<file path="config.mk">
export PLATFORM = sky130hd
export DESIGN_NAME = rotated_sorted_array_search_core_flat
export DESIGN_NICKNAME = d
export VERILOG_FILES = /design/src/hdl/rsas_pkg.sv /design/src/hdl/rsas_if.sv /design/src/hdl/rsas_ram.sv /design/src/hdl/rsas_ctrl.sv /design/src/hdl/rotated_sorted_array_search_core.sv /design/src/flat_wrapper.sv
export VERILOG_INCLUDE_DIRS = /design/src /design/src/hdl
export SDC_FILE = /design/constraint.sdc
export NUM_CORES = 2
export LEC_CHECK = 0
export ABC_AREA = 1
export BUFFER_PORTS_ARGS = -buffer_cell sky130_fd_sc_hd__buf_2
export CAP_MARGIN = 20
export CORE_MARGIN = 3
export CORE_UTILIZATION = 30
export CTS_CLUSTER_DIAMETER = 40
export DETAILED_ROUTE_END_ITERATION = 10
export PLACE_DENSITY = 0.55
export SLEW_MARGIN = 0
export SYNTH_ARGS = -nofsm -noshare
export SYNTH_HDL_FRONTEND = slang
export SYNTH_SLANG_ARGS = --single-unit
</file>
<file path="constraint.sdc">
create_clock -name clk -period 5.72 [get_ports clk]
set_clock_uncertainty 0.1 [all_clocks]
set_input_delay 0.286 -clock clk [delete_from_list [all_inputs] [get_ports clk]]
set_output_delay 0.286 -clock clk [all_outputs]
set_load 0.02 [all_outputs]
</file>
<file path="src/hdl/rotated_sorted_array_search_core_assert.svh">
// ---------------------------------------------------------------------------
// Rotated sorted array search - assertion macros
// Concurrent assertion wrappers; they compile away under SYNTHESIS.
// ---------------------------------------------------------------------------
`ifndef ROTATED_SORTED_ARRAY_SEARCH_CORE_ASSERT_SVH
`define ROTATED_SORTED_ARRAY_SEARCH_CORE_ASSERT_SVH

`ifndef SYNTHESIS
// property must hold at every clock outside reset
`define RSAS_ASSERT(lbl, clk, rst, prop) \
  lbl: assert property (@(posedge clk) disable iff (rst) prop) \
    else $error("rsas assertion failed");
// expression must never be true outside reset
`define RSAS_NEVER(lbl, clk, rst, expr) \
  lbl: assert property (@(posedge clk) disable iff (rst) !(expr)) \
    else $error("rsas forbidden condition seen");
`else
`define RSAS_ASSERT(lbl, clk, rst, prop)
`define RSAS_NEVER(lbl, clk, rst, expr)
`endif

`endif

</file>
<file path="src/hdl/rsas_pkg.sv">
// ---------------------------------------------------------------------------
// Rotated sorted array search - package
// Sizes, command codes, sequencer states and shared payload types.
// ---------------------------------------------------------------------------
package rsas_pkg;

  localparam int DEPTH = 128;
  localparam int DW    = 32;
  localparam int AW    = $clog2(DEPTH);  // element index
  localparam int CW    = AW + 1;         // element count, holds DEPTH
  localparam int IW    = AW + 2;         // signed search bound, holds -1 and DEPTH

  localparam logic CMD_APPEND = 1'b0;
  localparam logic CMD_SEARCH = 1'b1;

  typedef enum logic [3:0] {
    ST_IDLE,
    ST_FIRST,
    ST_PCHK,
    ST_PMID,
    ST_PNXT,
    ST_PPRV,
    ST_PICK,
    ST_SCHK,
    ST_SCMP,
    ST_FIN
  } state_t;

  typedef struct packed {
    logic                 cmd;
    logic signed [DW-1:0] value;
  } req_t;

  typedef struct packed {
    logic          found;
    logic [AW-1:0] position;
  } res_t;

endpackage

</file>
<file path="src/hdl/rsas_if.sv">
// ---------------------------------------------------------------------------
// Rotated sorted array search - channel interfaces
// Request channel (cmd, value) and response channel (found, position).
// ---------------------------------------------------------------------------
interface rsas_req_if;
  import rsas_pkg::*;
  logic                 valid;
  logic                 ready;
  logic                 cmd;
  logic signed [DW-1:0] value;
  modport source (output valid, cmd, value, input ready);
  modport sink   (input valid, cmd, value, output ready);
endinterface

interface rsas_rsp_if;
  import rsas_pkg::*;
  logic          valid;
  logic          ready;
  logic          found;
  logic [AW-1:0] position;
  modport source (output valid, found, position, input ready);
  modport sink   (input valid, found, position, output ready);
endinterface

</file>
<file path="src/hdl/rsas_ram.sv">
// ---------------------------------------------------------------------------
// Rotated sorted array search - element memory
// Simple dual port RAM, one write port, one read port with registered data.
// ---------------------------------------------------------------------------
module rsas_ram #(
  parameter int WIDTH = 32,
  parameter int ABITS = 7
) (
  input  logic             clk,
  input  logic             we,
  input  logic [ABITS-1:0] waddr,
  input  logic [WIDTH-1:0] wdata,
  input  logic [ABITS-1:0] raddr,
  output logic [WIDTH-1:0] rdata
);

  logic [WIDTH-1:0] mem [2**ABITS];

  always_ff @(posedge clk) begin
    if (we) begin
      mem[waddr] <= wdata;
    end
  end

  always_ff @(posedge clk) begin
    rdata <= mem[raddr];
  end

endmodule

</file>
<file path="src/hdl/rsas_ctrl.sv">
// ---------------------------------------------------------------------------
// Rotated sorted array search - search sequencer
// Appends into the element memory and runs the pivot and binary searches.
// ---------------------------------------------------------------------------
`include "rotated_sorted_array_search_core_assert.svh"

module rsas_ctrl (
  input  logic                      clk,
  input  logic                      rst,
  input  logic                      acc,
  input  rsas_pkg::req_t            req,
  output logic                      idle,
  output logic                      res_valid,
  output rsas_pkg::res_t            res,
  input  logic                      res_take,
  output logic                      we,
  output logic [rsas_pkg::AW-1:0]   waddr,
  output logic [rsas_pkg::DW-1:0]   wdata,
  output logic [rsas_pkg::AW-1:0]   raddr,
  input  logic [rsas_pkg::DW-1:0]   rdata
);
  import rsas_pkg::*;

  state_t state, state_next;

  logic [CW-1:0]        count, count_next;
  logic signed [IW-1:0] lo, lo_next, hi, hi_next;
  logic [AW-1:0]        mid, mid_next, pidx, pidx_next;
  logic signed [DW-1:0] key, key_next;
  logic signed [DW-1:0] e_first, e_first_next, e_lo, e_lo_next;
  logic signed [DW-1:0] e_mid, e_mid_next, e_nxt, e_nxt_next, pval, pval_next;
  logic                 res_found, res_found_next;
  logic [AW-1:0]        res_pos, res_pos_next;

  logic signed [DW-1:0] rd;
  logic signed [IW-1:0] last, mid_c, mid_s, pidx_s, diff;

  assign rd     = $signed(rdata);
  assign last   = $signed({{(IW-CW){1'b0}}, count}) - IW'(1);
  assign diff   = hi - lo;
  assign mid_c  = lo + (diff >>> 1);
  assign mid_s  = $signed({{(IW-AW){1'b0}}, mid});
  assign pidx_s = $signed({{(IW-AW){1'b0}}, pidx});

  assign res.found    = res_found;
  assign res.position = res_pos;

  always_ff @(posedge clk) begin
    if (rst) begin
      state <= ST_IDLE;
      count <= '0;
    end else begin
      state <= state_next;
      count <= count_next;
    end
  end

  always_ff @(posedge clk) begin
    lo        <= lo_next;
    hi        <= hi_next;
    mid       <= mid_next;
    pidx      <= pidx_next;
    key       <= key_next;
    e_first   <= e_first_next;
    e_lo      <= e_lo_next;
    e_mid     <= e_mid_next;
    e_nxt     <= e_nxt_next;
    pval      <= pval_next;
    res_found <= res_found_next;
    res_pos   <= res_pos_next;
  end

  always_comb begin
    state_next     = state;
    count_next     = count;
    lo_next        = lo;
    hi_next        = hi;
    mid_next       = mid;
    pidx_next      = pidx;
    key_next       = key;
    e_first_next   = e_first;
    e_lo_next      = e_lo;
    e_mid_next     = e_mid;
    e_nxt_next     = e_nxt;
    pval_next      = pval;
    res_found_next = res_found;
    res_pos_next   = res_pos;
    idle           = 1'b0;
    res_valid      = 1'b0;
    we             = 1'b0;
    waddr          = count[AW-1:0];
    wdata          = req.value;
    raddr          = mid_c[AW-1:0];
    case (state)
      ST_IDLE: begin
        idle  = 1'b1;
        raddr = '0;  // first element, used if this is a query
        if (acc) begin
          key_next = req.value;
          if (req.cmd == CMD_APPEND) begin
            if (count < CW'(DEPTH)) begin
              we         = 1'b1;
              count_next = count + CW'(1);
            end
          end else if (count == '0) begin
            res_found_next = 1'b0;
            res_pos_next   = '0;
            state_next     = ST_FIN;
          end else begin
            state_next = ST_FIRST;
          end
        end
      end
      ST_FIRST: begin
        e_first_next = rd;
        e_lo_next    = rd;
        lo_next      = '0;
        hi_next      = last;
        state_next   = ST_PCHK;
      end
      // pivot search: read mid, mid+1, mid-1 back to back
      ST_PCHK: begin
        if (hi < lo) begin
          lo_next    = '0;
          hi_next    = last;
          state_next = ST_SCHK;
        end else if (lo == hi) begin
          pidx_next  = lo[AW-1:0];
          pval_next  = e_lo;
          state_next = ST_PICK;
        end else begin
          mid_next   = mid_c[AW-1:0];
          state_next = ST_PMID;
        end
      end
      ST_PMID: begin
        e_mid_next = rd;
        raddr      = mid + AW'(1);
        state_next = ST_PNXT;
      end
      ST_PNXT: begin
        e_nxt_next = rd;
        raddr      = mid - AW'(1);
        if (rd < e_mid) begin
          pidx_next  = mid;
          pval_next  = e_mid;
          state_next = ST_PICK;
        end else begin
          state_next = ST_PPRV;
        end
      end
      ST_PPRV: begin
        if (mid_s > lo && rd > e_mid) begin
          pidx_next  = mid - AW'(1);
          pval_next  = rd;
          state_next = ST_PICK;
        end else if (e_lo >= e_mid) begin
          hi_next    = mid_s - IW'(1);
          state_next = ST_PCHK;
        end else begin
          lo_next    = mid_s + IW'(1);
          e_lo_next  = e_nxt;  // new lo is mid+1, already read
          state_next = ST_PCHK;
        end
      end
      ST_PICK: begin
        if (pval == key) begin
          res_found_next = 1'b1;
          res_pos_next   = pidx;
          state_next     = ST_FIN;
        end else if (e_first <= key) begin
          lo_next    = '0;
          hi_next    = pidx_s;
          state_next = ST_SCHK;
        end else begin
          lo_next    = pidx_s + IW'(1);
          hi_next    = last;
          state_next = ST_SCHK;
        end
      end
      // binary search over [lo, hi]
      ST_SCHK: begin
        if (lo > hi) begin
          res_found_next = 1'b0;
          res_pos_next   = '0;
          state_next     = ST_FIN;
        end else begin
          mid_next   = mid_c[AW-1:0];
          state_next = ST_SCMP;
        end
      end
      ST_SCMP: begin
        if (rd == key) begin
          res_found_next = 1'b1;
          res_pos_next   = mid;
          state_next     = ST_FIN;
        end else if (rd > key) begin
          hi_next    = mid_s - IW'(1);
          state_next = ST_SCHK;
        end else begin
          lo_next    = mid_s + IW'(1);
          state_next = ST_SCHK;
        end
      end
      ST_FIN: begin
        res_valid = 1'b1;
        if (res_take) begin
          state_next = ST_IDLE;
        end
      end
      default: begin
        state_next = ST_IDLE;
      end
    endcase
  end

  `RSAS_NEVER(a_count_over, clk, rst, count > CW'(DEPTH))
  `RSAS_ASSERT(a_full_drop, clk, rst, (acc && req.cmd == CMD_APPEND && count == CW'(DEPTH)) |=> $stable(count))
  `RSAS_ASSERT(a_empty_miss, clk, rst, (acc && req.cmd == CMD_SEARCH && count == '0) |=> (state == ST_FIN && !res_found))
  `RSAS_ASSERT(a_probe_range, clk, rst, (state == ST_SCMP) |-> ({1'b0, mid} < count))

endmodule

</file>
<file path="src/hdl/rotated_sorted_array_search_core.sv">
// ---------------------------------------------------------------------------
// Rotated sorted array search - top level
// Stores appended elements and answers key lookups in a rotated sorted array.
// ---------------------------------------------------------------------------
// Usage:
//   req: valid/ready channel with cmd and value. cmd 0 appends value to the
//        array (dropped once DEPTH elements are held), cmd 1 looks value up.
//   rsp: valid/ready channel with found and position, one transfer per
//        lookup, none per append. position is 0 when found is 0.
// Timing:
//   An append leaves the sequencer idle; the next request can transfer right
//   after. A lookup holds req.ready low while it runs: it fetches the first
//   element, then runs pivot steps (reads of mid, mid+1, mid-1 through the
//   single read port of the element memory), picks the half, runs binary
//   search steps and posts the result. A lookup ends early when the pivot
//   or the key is hit early.
// Reset: rst (synchronous) empties the array; memory contents are not
//   cleared, entries at or above the count never affect a lookup.
// Stall: the result sits in an output register; the sequencer waits in its
//   final state only while that register is full and rsp.ready is low.
// ---------------------------------------------------------------------------
module rotated_sorted_array_search_core (
  input  logic       clk,
  input  logic       rst,
  rsas_req_if.sink   req,
  rsas_rsp_if.source rsp
);
  import rsas_pkg::*;

  logic          acc;
  logic          idle;
  req_t          req_item;
  logic          res_valid;
  res_t          res;
  logic          res_take;
  logic          we;
  logic [AW-1:0] waddr;
  logic [DW-1:0] wdata;
  logic [AW-1:0] raddr;
  logic [DW-1:0] rdata;

  logic          out_valid;
  res_t          out_res;

  assign req.ready      = idle;
  assign acc            = req.valid && idle;
  assign req_item.cmd   = req.cmd;
  assign req_item.value = req.value;

  // result register: free when empty or being drained this cycle
  assign res_take = !out_valid || rsp.ready;

  rsas_ctrl u_ctrl (
    .clk       (clk),
    .rst       (rst),
    .acc       (acc),
    .req       (req_item),
    .idle      (idle),
    .res_valid (res_valid),
    .res       (res),
    .res_take  (res_take),
    .we        (we),
    .waddr     (waddr),
    .wdata     (wdata),
    .raddr     (raddr),
    .rdata     (rdata)
  );

  // appends and lookup reads never overlap on an entry, no bypass needed
  rsas_ram #(
    .WIDTH (DW),
    .ABITS (AW)
  ) u_ram (
    .clk   (clk),
    .we    (we),
    .waddr (waddr),
    .wdata (wdata),
    .raddr (raddr),
    .rdata (rdata)
  );

  always_ff @(posedge clk) begin
    if (rst) begin
      out_valid <= 1'b0;
    end else if (res_valid && res_take) begin
      out_valid <= 1'b1;
    end else if (rsp.ready) begin
      out_valid <= 1'b0;
    end
  end

  always_ff @(posedge clk) begin
    if (res_valid && res_take) begin
      out_res <= res;
    end
  end

  assign rsp.valid    = out_valid;
  assign rsp.found    = out_res.found;
  assign rsp.position = out_res.position;

endmodule
</file>
<file path="src/flat_wrapper.sv">
// flat-port wrapper written by rule: the top's interface ports become plain ports
module rotated_sorted_array_search_core_flat import rsas_pkg::*;
  (clk, rst, req_valid, req_cmd, req_value, req_ready, rsp_valid, rsp_found, rsp_position, rsp_ready);
  rsas_req_if req_i ();
  rsas_rsp_if rsp_i ();
  input  logic clk;
  input  logic rst;
  input wire logic [$bits(req_i.valid)-1:0] req_valid;
  input wire logic [$bits(req_i.cmd)-1:0] req_cmd;
  input wire logic [$bits(req_i.value)-1:0] req_value;
  output wire logic [$bits(req_i.ready)-1:0] req_ready;
  output wire logic [$bits(rsp_i.valid)-1:0] rsp_valid;
  output wire logic [$bits(rsp_i.found)-1:0] rsp_found;
  output wire logic [$bits(rsp_i.position)-1:0] rsp_position;
  input wire logic [$bits(rsp_i.ready)-1:0] rsp_ready;
  assign req_i.valid = req_valid;
  assign req_i.cmd = req_cmd;
  assign req_i.value = req_value;
  assign req_ready = req_i.ready;
  assign rsp_valid = rsp_i.valid;
  assign rsp_found = rsp_i.found;
  assign rsp_position = rsp_i.position;
  assign rsp_i.ready = rsp_ready;
  rotated_sorted_array_search_core u_core (.clk(clk), .rst(rst), .req(req_i), .rsp(rsp_i));
endmodule
</file>
==> out/metrics.yaml <==
timing:
  slew_viol_final: 0
  worstMarginPinSlew_ns: 1.251
  hold_viol: 0
  setup_viol: 0
  post-route-min-period_ns: 5.600
  setup_tns_ns: 0
  post-route-period-util_pct: 97.89
  rsz0062_at_grt: "no"
  maxSlewHeadroom_pct: 16.60
  max_freq_mhz: 178.6
clocking:
  cts.sinks: 4380
  clk_latency_ns: 1.08
  cts_buffer_depth: 4
  clkTransAtPathRegs_ns: 0.05
  clockRootBuffer: "clkbuf_16"
  cts_buffers: 561
  cts_max_level: 6
  cts_tree: "yes"
critical_path:
  start_kind: "flip-flop"
  critPathBufInv: 4
  path_class: "reg -> reg"
  path_max_fanout: 32
  path_cells: "inv_1, ha_1, a21oi_1, o21ai_0, xor2_1, ha_1, a21oi_1, nand2_1, or2_2, nand2_1, nor2_1, nor2_4, buf_12, buf_12, buf_4, nand3_1, nand3_1, nand3_1, nand3_1, nand2_1"
  reg2reg_slack_ns: 0.12
  critPathTopFamily: "simple AND/OR/NAND/NOR gates"
  end_kind: "flip-flop"
  max_stage_delay_ns: 0.62
  required_ns: 6.55
  critPathMostFrequentCell: "nand3_1"
  arrival_ns: 6.43
  crit_slowest_cell: "nand3_1"
floorplanning:
  fp.dieH_um: 780.9
  die_w_um: 780.9
  core-area_um2: 596300
  die-area_um2: 609800
  row_count: 283
  ios: 47
  start_util_pct: 30.21
final_layout:
  fillCellCount: 57660
  area_growth_syn_to_layout_pct: 18.16
  drive_above_1_share_pct: 11.00
  nets: 15330
  fin_util_pct: 35.69
logic_synthesis:
  yosys-top-cells-area: "edfxtp_1, nand3_1, nand2_1"
  synth_seq_cells: 4380
  synth_edf_count: 4335
  syn-mean-instance-area_um2: 12.08
  synth_ff_type: "edfxtp_1"
  yosys.area.top_type: "edfxtp_1"
  yosysMostFrequentCell: "nand3_1"
  synth_cell_type_count: 46
  synth_area_um2: 180100
  synthCells: 14920
  ys_warn_count: 0
  ys_seq_area_share_pct: 72.77
  synth_top_area_share_pct: 72.27
  synth_nets: 15120
  synthTopCellsByCount: "nand3_1, edfxtp_1, nand2_1"
  synthArstFlopShare_pct: 0
flow_run:
  drv_cap: 0
drt:
  drtPass1Iterations: 6
  wirelength_um: 609100
  drtAntennaViolNets: 0
  drtIter0Drc: 15880
  vias: 124600
  drc: 0
  viasPerCell: 5.281
  detail_route.wl_per_cell_um: 25.82
run_status:
  status: "completed"
hold_path:
  hp-class: "in -> reg"
global_route:
  grt_start_max_net_pins: 129
  grt_pass1_wl_um: 868900
  grt_pass1_vias: 117300
  track_usage_pct: 19.17
  grt-ovfl-total: 0
  antenna_found_initial: 55
placed_design:
  place.gp.congestion: 0.8749
  dpl.hpwl_um: 355100
  portBuffers: 46
## metal layers
metal / global-route usage [%] / vias to the layer above / part of all wire (%) / wire length [µm]
met5: 0 / - / 0.013 / 80
met4: 6.853 / 12 / 3.7 / 22810
met3: 3.520 / 1041 / 9.6 / 58210
met2: 30.23 / 6429 / 46 / 278800
met1: 26.48 / 62530 / 41 / 249200
li1: - / 54550 / - / -
## registers in the layout (all words and copies together), names as in the netlist, 4 cells and up
name and flops:
u_core.u_ram.mem 4096, u_core.u_ctrl.mid 7, u_core.u_ctrl.hi 9, u_core.u_ctrl.count 8, u_core.u_ctrl.e_lo 32, u_core.u_ram.rdata 32
u_core.rsp.position 7, u_core.u_ctrl.res_pos 7, u_core.u_ctrl.pidx 7, u_core.u_ctrl.pval 32, u_core.u_ctrl.lo 8, u_core.u_ctrl.key 32
u_core.u_ctrl.e_first 32, u_core.u_ctrl.e_mid 32, u_core.u_ctrl.e_nxt 32, u_core.u_ctrl.state 4
## cells by family after synthesis
kind of cell / Yosys count / synth area share, %
AOI/OAI and AO/OA: 219 / 0.7113
xor gates and xnor gates: 50 / 0.2431
adders and majority gates: 164 / 1.147
buffers and inverters: 1203 / 3.119
DFF: 4380 / 72.77
and+or+nand+nor: 8901 / 22.01
## final timing paths
path | to | start | cells past startpoint
setup / recovery | u_core.u_ram.rdata[29]$_DFF_P_ | u_core.u_ctrl.lo[2]$_DFFE_PP_ | 20
hold / removal | u_core.rsp.valid$_SDFFE_PP0P_ | rsp_ready | 5
setup reg to reg | u_core.u_ram.rdata[29]$_DFF_P_ | u_core.u_ctrl.lo[2]$_DFFE_PP_ | 20
hold reg to reg | u_core.rsp.position[4]$_DFFE_PP_ | u_core.u_ctrl.res_pos[4]$_DFFE_PP_ | 0
## through the flow
step | std cells | setup WS (ns) | area (µm²) | hold slack [ns]
floorplan | 14920 | -0.1709 | 180100 | 0.2849
finish | 23590 | 0.1204 | 212800 | 0.08894
detailed placement | 22510 | 0.09213 | 193100 | 0.3110
global route | 23560 | 0.02547 | 212800 | 0.06972
global placement | 22500 | -0.2781 | 193000 | 0.3055
CTS | 23560 | 0.01740 | 212600 | 0.006025
## what timing repair did
item / CTS / global route
hold endpoints to repair: 2527 / 0
gates resized for setup: 0 / 17
hold buffers: 37 / 0
setup endpoints to repair: 0 / 15
setup buffers: 0 / 0
## tightest hold or removal path, delay by kind of cell
| family | cells | cell delay [ns] |
|---|---|---|
| AND/OR/NAND/NOR | 3 | 0.27 |
| buffers and inverters | 2 | 0.61 |
## layout make-up
cell class                      instances  area, µm²  area share [%]
Timing Repair Buffer                  663       7131           3.350
Antenna cell                           25      62.56         0.02939
Clock buffer                          655      14790           6.949
Clock inverter                        360       4377           2.056
Tap cell                             7980       9985           4.691
Sequential cell                      4380     131100           61.59
Inverter                              191      737.0          0.3463
Multi-Input combinational cell       9334      44680           20.99
## cell usage in the layout, fill, tap and decap left out, types with 49 or more instances in the layout
master	count
a21oi_1	98
buf_12	156
buf_4	422
bufinv_16	67
clkbuf_1	71
clkbuf_16	576
clkinv_1	49
clkinv_2	60
clkinvlp_4	65
edfxtp_1	4335
ha_1	162
inv_1	184
inv_6	50
nand2_1	3776
nand3_1	4813
nor2_1	85
nor2_4	129
Power is not shown: default switching activity piles up to over one toggle a cycle in this logic, so the estimate is an artifact.
